--- src/hdl/xsc_pkg.sv ---
// Shared types, codes and field positions for the XMODEM sender control block.
`timescale 1ns / 1ps

package xsc_pkg;

   // Receiver bytes the sender reacts to.
   localparam logic [7:0] BYTE_ACK = 8'h06;
   localparam logic [7:0] BYTE_NAK = 8'h15;
   localparam logic [7:0] BYTE_CAN = 8'h18;
   localparam logic [7:0] BYTE_CRC = 8'h43;

   // Transfer modes.
   localparam logic [1:0] MODE_CHECKSUM = 2'd0;
   localparam logic [1:0] MODE_CRC      = 2'd1;
   localparam logic [1:0] MODE_1K       = 2'd2;
   localparam logic [1:0] MODE_1K_ALIAS = 2'd3;

   // Frame to send.
   localparam logic [1:0] SEND_NONE   = 2'd0;
   localparam logic [1:0] SEND_BLOCK  = 2'd1;
   localparam logic [1:0] SEND_EOT    = 2'd2;
   localparam logic [1:0] SEND_CANCEL = 2'd3;

   // Timer commands.
   localparam logic [1:0] TIMER_LEAVE   = 2'd0;
   localparam logic [1:0] TIMER_STOP    = 2'd1;
   localparam logic [1:0] TIMER_NORMAL  = 2'd2;
   localparam logic [1:0] TIMER_LONG    = 2'd3;

   // Phase codes as they appear on the result channel.
   localparam logic [2:0] PHASE_CODE_WAIT  = 3'd0;
   localparam logic [2:0] PHASE_CODE_BLOCK = 3'd1;
   localparam logic [2:0] PHASE_CODE_EOT   = 3'd2;
   localparam logic [2:0] PHASE_CODE_DONE  = 3'd3;
   localparam logic [2:0] PHASE_CODE_ERROR = 3'd4;

   // Error codes.
   localparam logic [2:0] ERR_NONE          = 3'd0;
   localparam logic [2:0] ERR_BLOCK_NAK     = 3'd1;
   localparam logic [2:0] ERR_BLOCK_CANCEL  = 3'd2;
   localparam logic [2:0] ERR_EOT_NAK       = 3'd3;
   localparam logic [2:0] ERR_EOT_CANCEL    = 3'd4;
   localparam logic [2:0] ERR_BLOCK_TIMEOUT = 3'd5;
   localparam logic [2:0] ERR_EOT_TIMEOUT   = 3'd6;

   // Register indexes on the configuration port.
   localparam logic [1:0] REG_START_MODE  = 2'd0;
   localparam logic [1:0] REG_DATA_LENGTH = 2'd1;
   localparam logic [1:0] REG_MAX_RETRIES = 2'd2;

   // Register reset values.
   localparam logic [1:0] START_MODE_RESET  = MODE_CRC;
   localparam int unsigned DATA_LENGTH_RESET = 1024;
   localparam logic [7:0] MAX_RETRIES_RESET = 8'd10;

   // Block sizes.
   localparam logic [10:0] BLOCK_SIZE_1K    = 11'd1024;
   localparam logic [10:0] BLOCK_SIZE_SHORT = 11'd128;

   // Highest block number before wrapping back to one.
   localparam logic [7:0] BLOCK_SEQ_LAST = 8'd255;

   // Result data layout, lowest bit first; bytes_done and error_code follow.
   localparam int SEND_LSB     = 0;
   localparam int TIMER_LSB    = 2;
   localparam int PHASE_LSB    = 4;
   localparam int MODE_LSB     = 7;
   localparam int DEGRADED_LSB = 9;
   localparam int SEQ_LSB      = 10;
   localparam int BYTES_LSB    = 18;

   // Transfer phase, one-hot.
   typedef enum logic [4:0] {
      PH_WAIT  = 5'b00001,
      PH_BLOCK = 5'b00010,
      PH_EOT   = 5'b00100,
      PH_DONE  = 5'b01000,
      PH_ERROR = 5'b10000
   } phase_type;

   // Configuration seen by the protocol engine.
   typedef struct packed {
      logic [1:0] start_mode;
      logic [7:0] max_retries;
      logic       mode_load;
      logic [1:0] mode_load_value;
   } csr_cfg_type;

   // Result of one transaction, without the progress count.
   typedef struct packed {
      logic [1:0] send_action;
      logic [1:0] timer_cmd;
      logic [2:0] phase_now;
      logic [1:0] mode_now;
      logic       mode_degraded;
      logic [7:0] block_seq;
      logic [2:0] error_code;
   } step_result_type;

   // Selector value three behaves as one-kilobyte mode.
   function automatic logic [1:0] clamp_mode(input logic [1:0] mode);
      clamp_mode = (mode == MODE_1K_ALIAS) ? MODE_1K : mode;
   endfunction

   // One-hot phase to its result code.
   function automatic logic [2:0] phase_code(input phase_type ph);
      logic [2:0] code;
      unique case (ph)
         PH_WAIT:  code = PHASE_CODE_WAIT;
         PH_BLOCK: code = PHASE_CODE_BLOCK;
         PH_EOT:   code = PHASE_CODE_EOT;
         PH_DONE:  code = PHASE_CODE_DONE;
         PH_ERROR: code = PHASE_CODE_ERROR;
         default:  code = PHASE_CODE_ERROR;
      endcase
      phase_code = code;
   endfunction

endpackage

--- src/hdl/xmodem_sender_control.sv ---
// Path: an accepted transaction is held in the input register; its result then moves into the
// result register whenever that register is empty or its result is being taken.
// Throughput: one transaction per cycle unless results stall; the state update is single-stage.
// With the result side holding tready low, the input register takes at most one more transaction.
// Reset: synchronous, active high; clears valids, sets phase to wait start, block number
// to one, progress and retries to zero, and the registers to their documented defaults.
`timescale 1ns / 1ps

module xmodem_sender_control #(
   parameter int LENGTH_BITS = 24
) (
   input  logic                 clock,
   input  logic                 reset,
   // Request channel.
   input  logic                 req_tvalid,
   output logic                 req_tready,
   input  logic [7:0]           req_tdata,   // [7:0] rx_byte
   input  logic [0:0]           req_tuser,   // [0] req_type (1 = timeout tick)
   // Result channel.
   output logic                 rsp_tvalid,
   input  logic                 rsp_tready,
   // [1:0] send_action, [3:2] timer_cmd, [6:4] phase_now, [8:7] mode_now,
   // [9] mode_degraded, [17:10] block_seq, then bytes_done, error_code, zero pad.
   output logic [((21+LENGTH_BITS+7)/8)*8-1:0] rsp_tdata,
   // Configuration port.
   input  logic                 csr_psel,
   input  logic                 csr_penable,
   input  logic                 csr_pwrite,
   input  logic [3:0]           csr_paddr,
   input  logic [31:0]          csr_pwdata,
   output logic [31:0]          csr_prdata,
   output logic                 csr_pready
);

   localparam int RSP_W   = ((21 + LENGTH_BITS + 7) / 8) * 8;
   localparam int ERR_LSB = xsc_pkg::BYTES_LSB + LENGTH_BITS;
   localparam int PAD_W   = RSP_W - ERR_LSB - 3;

   xsc_pkg::csr_cfg_type     cfg;
   xsc_pkg::step_result_type result;
   logic [LENGTH_BITS-1:0]   data_length;
   logic [LENGTH_BITS-1:0]   bytes_done;

   logic                     req_valid_ff, req_valid_in;
   logic                     req_tick_ff;
   logic [7:0]               req_byte_ff;
   logic                     rsp_valid_ff, rsp_valid_in;
   logic [RSP_W-1:0]         rsp_data_ff;
   logic                     advance;
   logic                     step;
   logic                     req_fire;

   xsc_csr #(
      .LENGTH_BITS (LENGTH_BITS)
   ) u_csr (
      .clock       (clock),
      .reset       (reset),
      .csr_psel    (csr_psel),
      .csr_penable (csr_penable),
      .csr_pwrite  (csr_pwrite),
      .csr_paddr   (csr_paddr),
      .csr_pwdata  (csr_pwdata),
      .csr_prdata  (csr_prdata),
      .csr_pready  (csr_pready),
      .cfg         (cfg),
      .data_length (data_length)
   );

   xsc_engine #(
      .LENGTH_BITS (LENGTH_BITS)
   ) u_engine (
      .clock       (clock),
      .reset       (reset),
      .step        (step),
      .tick        (req_tick_ff),
      .rx_byte     (req_byte_ff),
      .cfg         (cfg),
      .data_length (data_length),
      .result      (result),
      .bytes_done  (bytes_done)
   );

   // Pipeline control: the result register moves when empty or taken.
   assign advance    = !rsp_valid_ff || rsp_tready;
   assign step       = req_valid_ff && advance;
   assign req_tready = !req_valid_ff || advance;
   assign req_fire   = req_tvalid && req_tready;

   always_comb begin
      req_valid_in = req_valid_ff;
      rsp_valid_in = rsp_valid_ff;
      if (req_tready) begin
         req_valid_in = req_tvalid;
      end
      if (advance) begin
         rsp_valid_in = req_valid_ff;
      end
   end

   always_ff @(posedge clock) begin
      if (reset) begin
         req_valid_ff <= 1'b0;
         rsp_valid_ff <= 1'b0;
      end else begin
         req_valid_ff <= req_valid_in;
         rsp_valid_ff <= rsp_valid_in;
      end
   end

   // Input register.
   always_ff @(posedge clock) begin
      if (req_fire) begin
         req_tick_ff <= req_tuser[0];
         req_byte_ff <= req_tdata;
      end
   end

   // Result register.
   always_ff @(posedge clock) begin
      if (step) begin
         rsp_data_ff <= {{PAD_W{1'b0}}, result.error_code, bytes_done,
                         result.block_seq, result.mode_degraded, result.mode_now,
                         result.phase_now, result.timer_cmd, result.send_action};
      end
   end

   assign rsp_tvalid = rsp_valid_ff;
   assign rsp_tdata  = rsp_data_ff;

endmodule

--- src/hdl/xsc_csr.sv ---
// Configuration registers behind the APB-style port.
`timescale 1ns / 1ps

module xsc_csr #(
   parameter int LENGTH_BITS = 24
) (
   input  logic                     clock,
   input  logic                     reset,
   input  logic                     csr_psel,
   input  logic                     csr_penable,
   input  logic                     csr_pwrite,
   input  logic [3:0]               csr_paddr,
   input  logic [31:0]              csr_pwdata,
   output logic [31:0]              csr_prdata,
   output logic                     csr_pready,
   output xsc_pkg::csr_cfg_type     cfg,
   output logic [LENGTH_BITS-1:0]   data_length
);

   logic [1:0]             start_mode_ff, start_mode_in;
   logic [LENGTH_BITS-1:0] data_length_ff, data_length_in;
   logic [7:0]             max_retries_ff, max_retries_in;
   logic                   wr_en;
   logic [1:0]             reg_index;

   assign csr_pready = 1'b1;
   assign reg_index  = csr_paddr[3:2];
   assign wr_en      = csr_psel && csr_penable && csr_pwrite && csr_pready;

   // Register write decode.
   always_comb begin
      start_mode_in  = start_mode_ff;
      data_length_in = data_length_ff;
      max_retries_in = max_retries_ff;
      if (wr_en) begin
         unique case (reg_index)
            xsc_pkg::REG_START_MODE:  start_mode_in  = csr_pwdata[1:0];
            xsc_pkg::REG_DATA_LENGTH: data_length_in = csr_pwdata[LENGTH_BITS-1:0];
            xsc_pkg::REG_MAX_RETRIES: max_retries_in = csr_pwdata[7:0];
            default: ;
         endcase
      end
   end

   always_ff @(posedge clock) begin
      if (reset) begin
         start_mode_ff  <= xsc_pkg::START_MODE_RESET;
         data_length_ff <= LENGTH_BITS'(xsc_pkg::DATA_LENGTH_RESET);
         max_retries_ff <= xsc_pkg::MAX_RETRIES_RESET;
      end else begin
         start_mode_ff  <= start_mode_in;
         data_length_ff <= data_length_in;
         max_retries_ff <= max_retries_in;
      end
   end

   // Read mux.
   always_comb begin
      unique case (reg_index)
         xsc_pkg::REG_START_MODE:  csr_prdata = {30'd0, start_mode_ff};
         xsc_pkg::REG_DATA_LENGTH: csr_prdata = 32'(data_length_ff);
         xsc_pkg::REG_MAX_RETRIES: csr_prdata = {24'd0, max_retries_ff};
         default:                  csr_prdata = 32'd0;
      endcase
   end

   // A start mode write also reloads the active mode while waiting for the receiver.
   assign cfg.start_mode      = start_mode_ff;
   assign cfg.max_retries     = max_retries_ff;
   assign cfg.mode_load       = wr_en && (reg_index == xsc_pkg::REG_START_MODE);
   assign cfg.mode_load_value = csr_pwdata[1:0];
   assign data_length         = data_length_ff;

endmodule

--- src/hdl/xsc_engine.sv ---
// Protocol state and the single-step update for one received byte or tick.
`timescale 1ns / 1ps

module xsc_engine #(
   parameter int LENGTH_BITS = 24
) (
   input  logic                          clock,
   input  logic                          reset,
   input  logic                          step,
   input  logic                          tick,
   input  logic [7:0]                    rx_byte,
   input  xsc_pkg::csr_cfg_type          cfg,
   input  logic [LENGTH_BITS-1:0]        data_length,
   output xsc_pkg::step_result_type      result,
   output logic [LENGTH_BITS-1:0]        bytes_done
);

   localparam int CW = (LENGTH_BITS > 11) ? LENGTH_BITS : 11;

   xsc_pkg::phase_type     phase_ff, phase_in;
   logic [1:0]             mode_ff, mode_in;
   logic [7:0]             seq_ff, seq_in;
   logic [LENGTH_BITS-1:0] acked_ff, acked_in;
   logic [7:0]             retry_ff, retry_in;

   logic [1:0]             send;
   logic [1:0]             timer;
   logic                   degraded;
   logic [2:0]             err;

   logic [8:0]             retry_next;
   logic                   retry_over;
   logic [10:0]            block_size;
   logic [LENGTH_BITS-1:0] remain;
   logic [CW-1:0]          remain_ext;
   logic [CW-1:0]          size_ext;
   logic [CW-1:0]          add_ext;
   logic                   last_block;

   // Retry count check shared by NAK and tick.
   assign retry_next = {1'b0, retry_ff} + 9'd1;
   assign retry_over = retry_next > {1'b0, cfg.max_retries};

   // Progress on ACK: add the smaller of block size and what is left.
   assign block_size = (mode_ff == xsc_pkg::MODE_1K) ? xsc_pkg::BLOCK_SIZE_1K
                                                     : xsc_pkg::BLOCK_SIZE_SHORT;
   assign remain     = (acked_ff < data_length) ? (data_length - acked_ff)
                                                : '0;
   assign remain_ext = CW'(remain);
   assign size_ext   = CW'(block_size);
   assign last_block = remain_ext <= size_ext;
   assign add_ext    = last_block ? remain_ext : size_ext;

   // Next state and result for the transaction in the input register.
   always_comb begin
      phase_in = phase_ff;
      mode_in  = mode_ff;
      seq_in   = seq_ff;
      acked_in = acked_ff;
      retry_in = retry_ff;
      send     = xsc_pkg::SEND_NONE;
      timer    = xsc_pkg::TIMER_LEAVE;
      degraded = 1'b0;
      err      = xsc_pkg::ERR_NONE;

      unique case (phase_ff) inside
         xsc_pkg::PH_WAIT: begin
            if (tick) begin
               timer = xsc_pkg::TIMER_LONG;
            end else if (rx_byte == xsc_pkg::BYTE_NAK || rx_byte == xsc_pkg::BYTE_CRC) begin
               if (rx_byte == xsc_pkg::BYTE_NAK && mode_ff != xsc_pkg::MODE_CHECKSUM) begin
                  mode_in  = xsc_pkg::MODE_CHECKSUM;
                  degraded = 1'b1;
               end
               retry_in = '0;
               phase_in = xsc_pkg::PH_BLOCK;
               send     = xsc_pkg::SEND_BLOCK;
               timer    = xsc_pkg::TIMER_NORMAL;
            end
         end

         xsc_pkg::PH_BLOCK, xsc_pkg::PH_EOT: begin
            if (tick || rx_byte == xsc_pkg::BYTE_NAK) begin
               // Retransmit, or give up once the retry limit is passed.
               if (retry_over) begin
                  send     = xsc_pkg::SEND_CANCEL;
                  phase_in = xsc_pkg::PH_ERROR;
                  if (tick) begin
                     err = (phase_ff == xsc_pkg::PH_BLOCK) ? xsc_pkg::ERR_BLOCK_TIMEOUT
                                                           : xsc_pkg::ERR_EOT_TIMEOUT;
                  end else begin
                     timer = xsc_pkg::TIMER_STOP;
                     err   = (phase_ff == xsc_pkg::PH_BLOCK) ? xsc_pkg::ERR_BLOCK_NAK
                                                             : xsc_pkg::ERR_EOT_NAK;
                  end
               end else begin
                  retry_in = retry_next[7:0];
                  send     = (phase_ff == xsc_pkg::PH_BLOCK) ? xsc_pkg::SEND_BLOCK
                                                             : xsc_pkg::SEND_EOT;
                  timer    = xsc_pkg::TIMER_NORMAL;
               end
            end else if (rx_byte == xsc_pkg::BYTE_ACK) begin
               if (phase_ff == xsc_pkg::PH_BLOCK) begin
                  retry_in = '0;
                  seq_in   = (seq_ff >= xsc_pkg::BLOCK_SEQ_LAST) ? 8'd1 : seq_ff + 8'd1;
                  acked_in = acked_ff + LENGTH_BITS'(add_ext);
                  timer    = xsc_pkg::TIMER_NORMAL;
                  if (last_block) begin
                     phase_in = xsc_pkg::PH_EOT;
                     send     = xsc_pkg::SEND_EOT;
                  end else begin
                     send     = xsc_pkg::SEND_BLOCK;
                  end
               end else begin
                  timer    = xsc_pkg::TIMER_STOP;
                  phase_in = xsc_pkg::PH_DONE;
               end
            end else if (rx_byte == xsc_pkg::BYTE_CAN) begin
               timer    = xsc_pkg::TIMER_STOP;
               phase_in = xsc_pkg::PH_ERROR;
               err      = (phase_ff == xsc_pkg::PH_BLOCK) ? xsc_pkg::ERR_BLOCK_CANCEL
                                                          : xsc_pkg::ERR_EOT_CANCEL;
            end
         end

         xsc_pkg::PH_DONE, xsc_pkg::PH_ERROR: ;

         default: ;
      endcase
   end

   // State registers; a start mode write reloads the mode only while waiting.
   always_ff @(posedge clock) begin
      if (reset) begin
         phase_ff <= xsc_pkg::PH_WAIT;
         mode_ff  <= xsc_pkg::clamp_mode(xsc_pkg::START_MODE_RESET);
         seq_ff   <= 8'd1;
         acked_ff <= '0;
         retry_ff <= '0;
      end else if (step) begin
         phase_ff <= phase_in;
         mode_ff  <= mode_in;
         seq_ff   <= seq_in;
         acked_ff <= acked_in;
         retry_ff <= retry_in;
      end else if (cfg.mode_load && phase_ff == xsc_pkg::PH_WAIT) begin
         mode_ff  <= xsc_pkg::clamp_mode(cfg.mode_load_value);
      end
   end

   assign result.send_action   = send;
   assign result.timer_cmd     = timer;
   assign result.phase_now     = xsc_pkg::phase_code(phase_in);
   assign result.mode_now      = mode_in;
   assign result.mode_degraded = degraded;
   assign result.block_seq     = seq_in;
   assign result.error_code    = err;
   assign bytes_done           = acked_in;

endmodule

--- config.mk ---
export PLATFORM = sky130hd
export DESIGN_NAME = xmodem_sender_control
export DESIGN_NICKNAME = d
export VERILOG_FILES = /design/src/hdl/xsc_pkg.sv /design/src/hdl/xmodem_sender_control.sv /design/src/hdl/xsc_csr.sv /design/src/hdl/xsc_engine.sv
export SDC_FILE = /design/constraint.sdc
export NUM_CORES = 1
export LEC_CHECK = 0
export ABC_AREA = 1
export ABC_CLOCK_PERIOD_IN_PS = 7400
export BUFFER_PORTS_ARGS = -buffer_cell sky130_fd_sc_hd__buf_2
export CAP_MARGIN = 5
export CORE_MARGIN = 10
export CORE_UTILIZATION = 54
export CTS_BUF_LIST = sky130_fd_sc_hd__clkbuf_4 sky130_fd_sc_hd__clkbuf_8
export CTS_CLUSTER_SIZE = 40
export DETAILED_ROUTE_END_ITERATION = 8
export GPL_TIMING_DRIVEN = 0
export PLACE_DENSITY_LB_ADDON = 0.05
export SLEW_MARGIN = 20
export SYNTH_ARGS = -nofsm -noshare
export SYNTH_HDL_FRONTEND = slang
export SYNTH_SLANG_ARGS = --single-unit
export TNS_END_PERCENT = 1
--- constraint.sdc ---
create_clock -name clock -period 7.4 [get_ports clock]
set_input_delay 1.85 -clock clock [delete_from_list [all_inputs] [get_ports clock]]
set_output_delay 1.85 -clock clock [all_outputs]
set_load 0.05 [all_outputs]
Word level (Yosys, flattened, before mapping)

Index checks and enable logic that the tools add are counted.

Register bits after elaboration: 137
Bits of input ports: 52
Output and inout port bits: 83
Word-level logic and storage cells: 132

Add/subtract/negate cells: 4
$lt $le $gt $ge: 4
Eq/ne operators: 20
Multiplexer cells: 64
Bitwise logic cells: 2
Reductions and logical operators: 23

Operators with widths:

| operator            | count |
|---|---|
| $mux 24             | 6 |
| $mux 8              | 11 |
| $pmux 24 s3         | 1 |
| $mux 2              | 21 |
| $mux 5              | 8 |
| $add 24x24->24      | 1 |
| $le 24x11->1        | 1 |
| $lt 24x24->1        | 1 |
| $sub 24x24->24      | 1 |
| $mux 3              | 6 |
| $eq 8x5->1 const B  | 2 |
| $pmux 8 s2          | 1 |
| $pmux 3 s4          | 1 |
| $mux 11             | 1 |
| $eq 5x1->1 const B  | 2 |
| $eq 5x2->1 const B  | 2 |
| $eq 5x3->1 const B  | 2 |
| $pmux 5 s2          | 1 |
| $add 8x1->9 const B | 1 |
| $gt 9x8->1          | 1 |
| $add 8x1->8 const B | 1 |
| $eq 8x3->1 const B  | 1 |
| $eq 8x7->1 const B  | 1 |
| $ge 8x8->1 const B  | 1 |
| 18 further kinds    | 42 |

Logic depth before layout (Yosys ltp)

Depth in word-level cells: 10
Mapped depth: 42

By module

From an unflattened synthesis, not the netlist that was laid out.

Cell total of the unflattened synthesis: 1478
Area, all modules: 9983.3 µm²

Modules (own cells, without submodules):

| module                | times used | cells an instance | area an instance (µm²) | seq. area each (µm²) |
|---|---|---|---|---|
| xsc_engine            | 1          | 1118              | 6433.7                 | 940.9 |
| xsc_csr               | 1          | 290               | 1810.5                 | 680.7 |
| xmodem_sender_control | 1          | 70                | 1739.2                 | 1661.6 |

Worst setup path before layout

No wires, ideal clock.

Path kind: input to output
From: input csr_paddr[2]
To: output csr_prdata[10]
Arrival time: 3.353 ns
Path slack: 2.197 ns
Cell stages on the path: 5
Buffers on the path: 1
Cells stage by stage: inv_1 -> nor2_1 -> clkinv_1 -> clkbuf_1 -> nor2_1

Word-level cells in the longest chain between the ends: 2
Elaborated cells on any way between the ends: 4
Those cells by class: eq/ne: 2; mux: 1; reduce/logical: 1

RTL lines:

| item                                     | line                        | source |
|---|---|---|
| from (decl)                              | xmodem_sender_control.sv:29 | `input logic [3:0] csr_paddr,` |
| $eq 2x2->1, or another cell as far along | xsc_csr.sv:59               | `unique case (reg_index)` |
| $pmux 24 s3 *                            | xsc_csr.sv:59               |  |
| to (decl)                                | xmodem_sender_control.sv:31 | `output logic [31:0] csr_prdata,` |

Every way passes the cells marked *; elsewhere a longest branch is shown, timed or not.

Worst setup path after layout

From: register u_engine.acked_ff[0]
To: register rsp_data_ff[34] (netlist: rsp_tdata[34]) (data pin)

Word-level cells in the longest chain between the ends: 9
Elaborated cells on any way between the ends: 10
Those cells by class: add/sub: 2; order compare: 2; mux: 6

RTL lines:

| item                                                  | line                         | source |
|---|---|---|
| from (decl)                                           | xsc_engine.sv:23             | `logic [LENGTH_BITS-1:0] acked_ff, acked_in;` |
| from (signal assigned)                                | xsc_engine.sv:144            | `acked_ff <= acked_in;` |
| $sub 24x24->24 / $lt 24x24->1 (equally long branches) | xsc_engine.sv:47             | `assign remain = (acked_ff < data_length) ? (data_length - acked_ff)` |
| $mux 24                                               | xsc_engine.sv:47             |  |
| $le 24x11->1                                          | xsc_engine.sv:51             | `assign last_block = remain_ext <= size_ext;` |
| $mux 24                                               | xsc_engine.sv:52             | `assign add_ext = last_block ? remain_ext : size_ext;` |
| $add 24x24->24 *                                      | xsc_engine.sv:106            | `acked_in = acked_ff + LENGTH_BITS'(add_ext);` |
| $mux 24 *                                             | xsc_engine.sv:103            | `if (phase_ff == xsc_pkg::PH_BLOCK) begin` |
| $mux 24 *                                             | xsc_engine.sv:102            | `end else if (rx_byte == xsc_pkg::BYTE_ACK) begin` |
| $mux 24 *                                             | xsc_engine.sv:83             | `if (tick \|\| rx_byte == xsc_pkg::BYTE_NAK) begin` |
| $mux 24 *                                             | xsc_engine.sv:66             | `unique case (phase_ff) inside` |
| named net bytes_done[16]                              | xmodem_sender_control.sv:42  | `logic [LENGTH_BITS-1:0] bytes_done;` |
| to (signal assigned)                                  | xmodem_sender_control.sv:121 | `rsp_data_ff <= {{PAD_W{1'b0}}, result.error_code, bytes_done,` |
| to (decl)                                             | xmodem_sender_control.sv:48  | `logic [RSP_W-1:0] rsp_data_ff;` |

Mark *: on every way through the listed nets, which the timed path passes. The rest lies on a longest branch.
A chain may end at the register's enable or synchronous reset.

==> summary.md <==
| Metric | Value |
|---|---|
| Wire per inst | `15.7 µm` |
| Resized Gates After CTS | `0` |
| Number of synthesized flops with an enable pin | `54` |
| Fin crit period | `6.08 ns` |
| Leak | `around 5.7 nW` |
| Final hold vios | `0` |
| Pwr dens | `slightly above 200 nW/µm²` |
| Slew @ Worst Pin | `slightly below 0.8 ns` |
| Initial core utilization | `a little under three fifths` |
| Syn_area_per_cell | `6.84 µm²` |
| Placed Instances | `roughly 1,800` |
| TritonRoute pass-1 iters | `6` |
| Post-Place Setup Slack | `1.36 ns` |
| Routed wire length | `28.2 mm` |
| Peak VDD IR | `0.166 mV` |
| Layout Cells excl Fill | `1,801` |
| HP Class | `register to register` |
| Cell Area, Placed | `10,600 µm²` |
| Most frequent cells in the layout | `nand2_1, inv_1, nor2_1, o21ai_0, a21oi_1` |
| Vias | `between 9,000 and 10,000` |
| Total Power | `roughly 2.3 mW` |
| Number of routed nets with antenna violations | `0` |
| Setup tns final | `0 ns` |
| Fin area | `between 10,000 and 15,000 µm²` |
| Crit path capture type | `register` |
| Antenna violations before repair | `0` |
| Total of max-cap violations | `0` |
| Crit path max fanout | `10` |
| Worst Hold Launch | `u_csr.data_length[18]` |
| Drt initial violations | `roughly 540` |
| Sequential Area | `3280 µm²` |
| RSZ-0062 raised after global routing | `false` |
| Clock Sink Count | `137` |
| Num CTS Buffers | `17` |
| Fin crit share | `82.1%` |
| Share of layout cells above drive strength 1 | `a little over an eighth` |
| Final setup fails | `0` |
| Die height | `roughly 150 µm` |
| Die X | `154 µm` |
| CORE AREA | `17,400 µm²` |
| Outcome | `finished clean` |
| Slew headroom | `approximately half` |
| H-tree depth | `4` |
| Reg clk slew, reported paths | `roughly 0.080 ns` |
| Buf/Inv on CP | `7` |
| Nets | `about 1,700` |
| Most common cell after layout, fill and taps aside | `nand2_1` |
| Number of synthesis warnings | `0` |
| Biggest area consumer among synthesized cells | `dfxtp_1` |
| Vias in the first global route | `8,925` |
| CTS tree | `built` |
| Syn Inst Count | `about 1,400` |
| Total global routing overflow | `0` |
| Post-synthesis sequential area ratio | `34.0%` |
| Main synth FF type | `dfxtp_1` |
| Root buffer cell | `clkbuf_8` |
| Worst path slowest cell | `fa_1` |
| Synthesized cell area | `9650 µm²` |
| Setup Fix Bufs, Post-CTS | `0` |
| First-pass GRT wire length | `45.1 mm` |
| Final core utilization | `between 60% and 70%` |
| Worst-Skew Late Latency | `approximately 0.46 ns` |
| Hold WS | `a little under 0.5 ns` |
| Final WS setup | `1.32 ns` |
| Slew Viols, Final | `0` |
| Fmax | `165 MHz` |
| R2R Path Start | `u_engine.acked_ff[0]` |
| Global Route Usage Sum | `a little under a quarter` |
| Critical path class | `register to register` |
| Crit path DAT | `about 6.3 ns` |
| Layout Skew | `0.0154 ns` |
| Area Growth Syn to Fin | `14.5%` |
| Crit path required time | `7.62 ns` |
| CP delay by family, top | `simple AND/OR/NAND/NOR gates` |
| Largest net degree at the start of global routing | `55` |
| DRC viols | `0` |
| Clock Path Buffers | `2` |
| # diodes | `0` |
| RePlAce Congestion | `0.985` |
| IO Port Bufs | `112` |
| Post-DP HPWL | `approximately 22 mm` |
| Multi-input logic area | `5210 µm²` |
| Fill cells | `around 1,700` |
| Worst setup SP type | `register` |
| Cell mode on critical path | `nand2_1` |
| Hold buffer count at cts | `0` |
| Vias/cell | `5.20` |
| Critical path startpoint | `u_engine.acked_ff[0]` |
| I/O pin count | `135` |
| Distinct cell type count after synthesis | `50` |
| Slowest stage delay, CP | `0.44 ns` |
| Asr flop ratio synth | `0%` |
| Largest cells by area after synthesis | `dfxtp_1, edfxtp_1, nand2_1` |
| Yosys reg bits | `137` |
| Std-Cell Rows | `48` |
| Die area | `23,600 µm²` |
| Area share of the largest cell type after synthesis | `17.2%` |
Yosys cell counts (all sizes together), types with 3 or more instances:
master / instances
nand2: 322
inv: 261
nor2: 153
o21ai: 127
a21oi: 118
dfxtp: 83
ha: 59
nand3: 57
edfxtp: 54
clkbuf: 28
nand4: 21
nor3: 20
xor2: 17
buf: 16
o211ai: 11
nand3b: 9
xnor2: 8
a211oi: 7
nor4: 6
or2: 5
a31oi: 4
and2: 3
clkinv: 3
final timing paths:
check	slack (ns)	cells past startpoint	endpoint
worst max-delay path	1.32	40	rsp_tdata[34]
worst max register to register	1.32	40	rsp_tdata[34]
worst min-delay path	0.48	2	u_csr.data_length[18]
worst min register to register	0.48	2	u_csr.data_length[18]
cells by family (layout without fill, tap and decap cells):
group / after synthesis / after routing / share of synthesized area [%]
other cells: 2 / 24 / 0.0779
xor+xnor: 25 / 25 / 2.27
buf+inv: 308 / 452 / 12.8
compound gates: 279 / 279 / 15.4
simple gates: 598 / 598 / 27.3
flops: 137 / 137 / 34.0
fa+ha+maj: 61 / 61 / 8.07
sequential cells by signal, summed over array words and instances (netlist names):
name                  flops
rsp_tdata                45
u_csr.data_length        24
u_engine.acked_ff        24
req_byte_ff               8
u_csr.max_retries_ff      8
u_engine.retry_ff         8
u_engine.seq_ff           8
u_engine.phase_ff         5
u_csr.start_mode_ff       2
u_engine.mode_ff          2
req_tick_ff               1
req_valid_ff              1
rsp_tvalid                1
worst register-to-register path: cells and delay by family (launching register included):
kind / cells / cell delay (ns)
AO/OA/AOI/OAI: 7 / 1.01
adder cells (fa/ha/maj): 5 / 1.58
buffers and inverters: 7 / 0.68
flip-flops: 1 / 0.42
AND/OR/NAND/NOR: 21 / 2.16
where the power goes:
part / switching (mW) / leakage [nW] / internal, mW
logic: 0.474 / 4.26 / 0.213
registers: 0.0231 / 1.20 / 0.826
clock network: 0.318 / 0.236 / 0.414
total: 0.815 / 5.69 / 1.45
metal layers:
metal	wire, µm	GRT usage, %
met3	1980	5.27
met5	0	0
met4	816	7.65
met1	12000	27.9
met2	13500	40.7
area by class of cell:
cell class	instances	area share [%]
multi-input cells	987	47.2
plain buffers	44	2.24
clock inverters	13	1.96
well taps	225	2.55
inverters	264	8.98
clock buffers	19	2.26
flip-flops and latches	137	29.7
repair buffers	112	5.08
(Power assumes the default switching activity.)
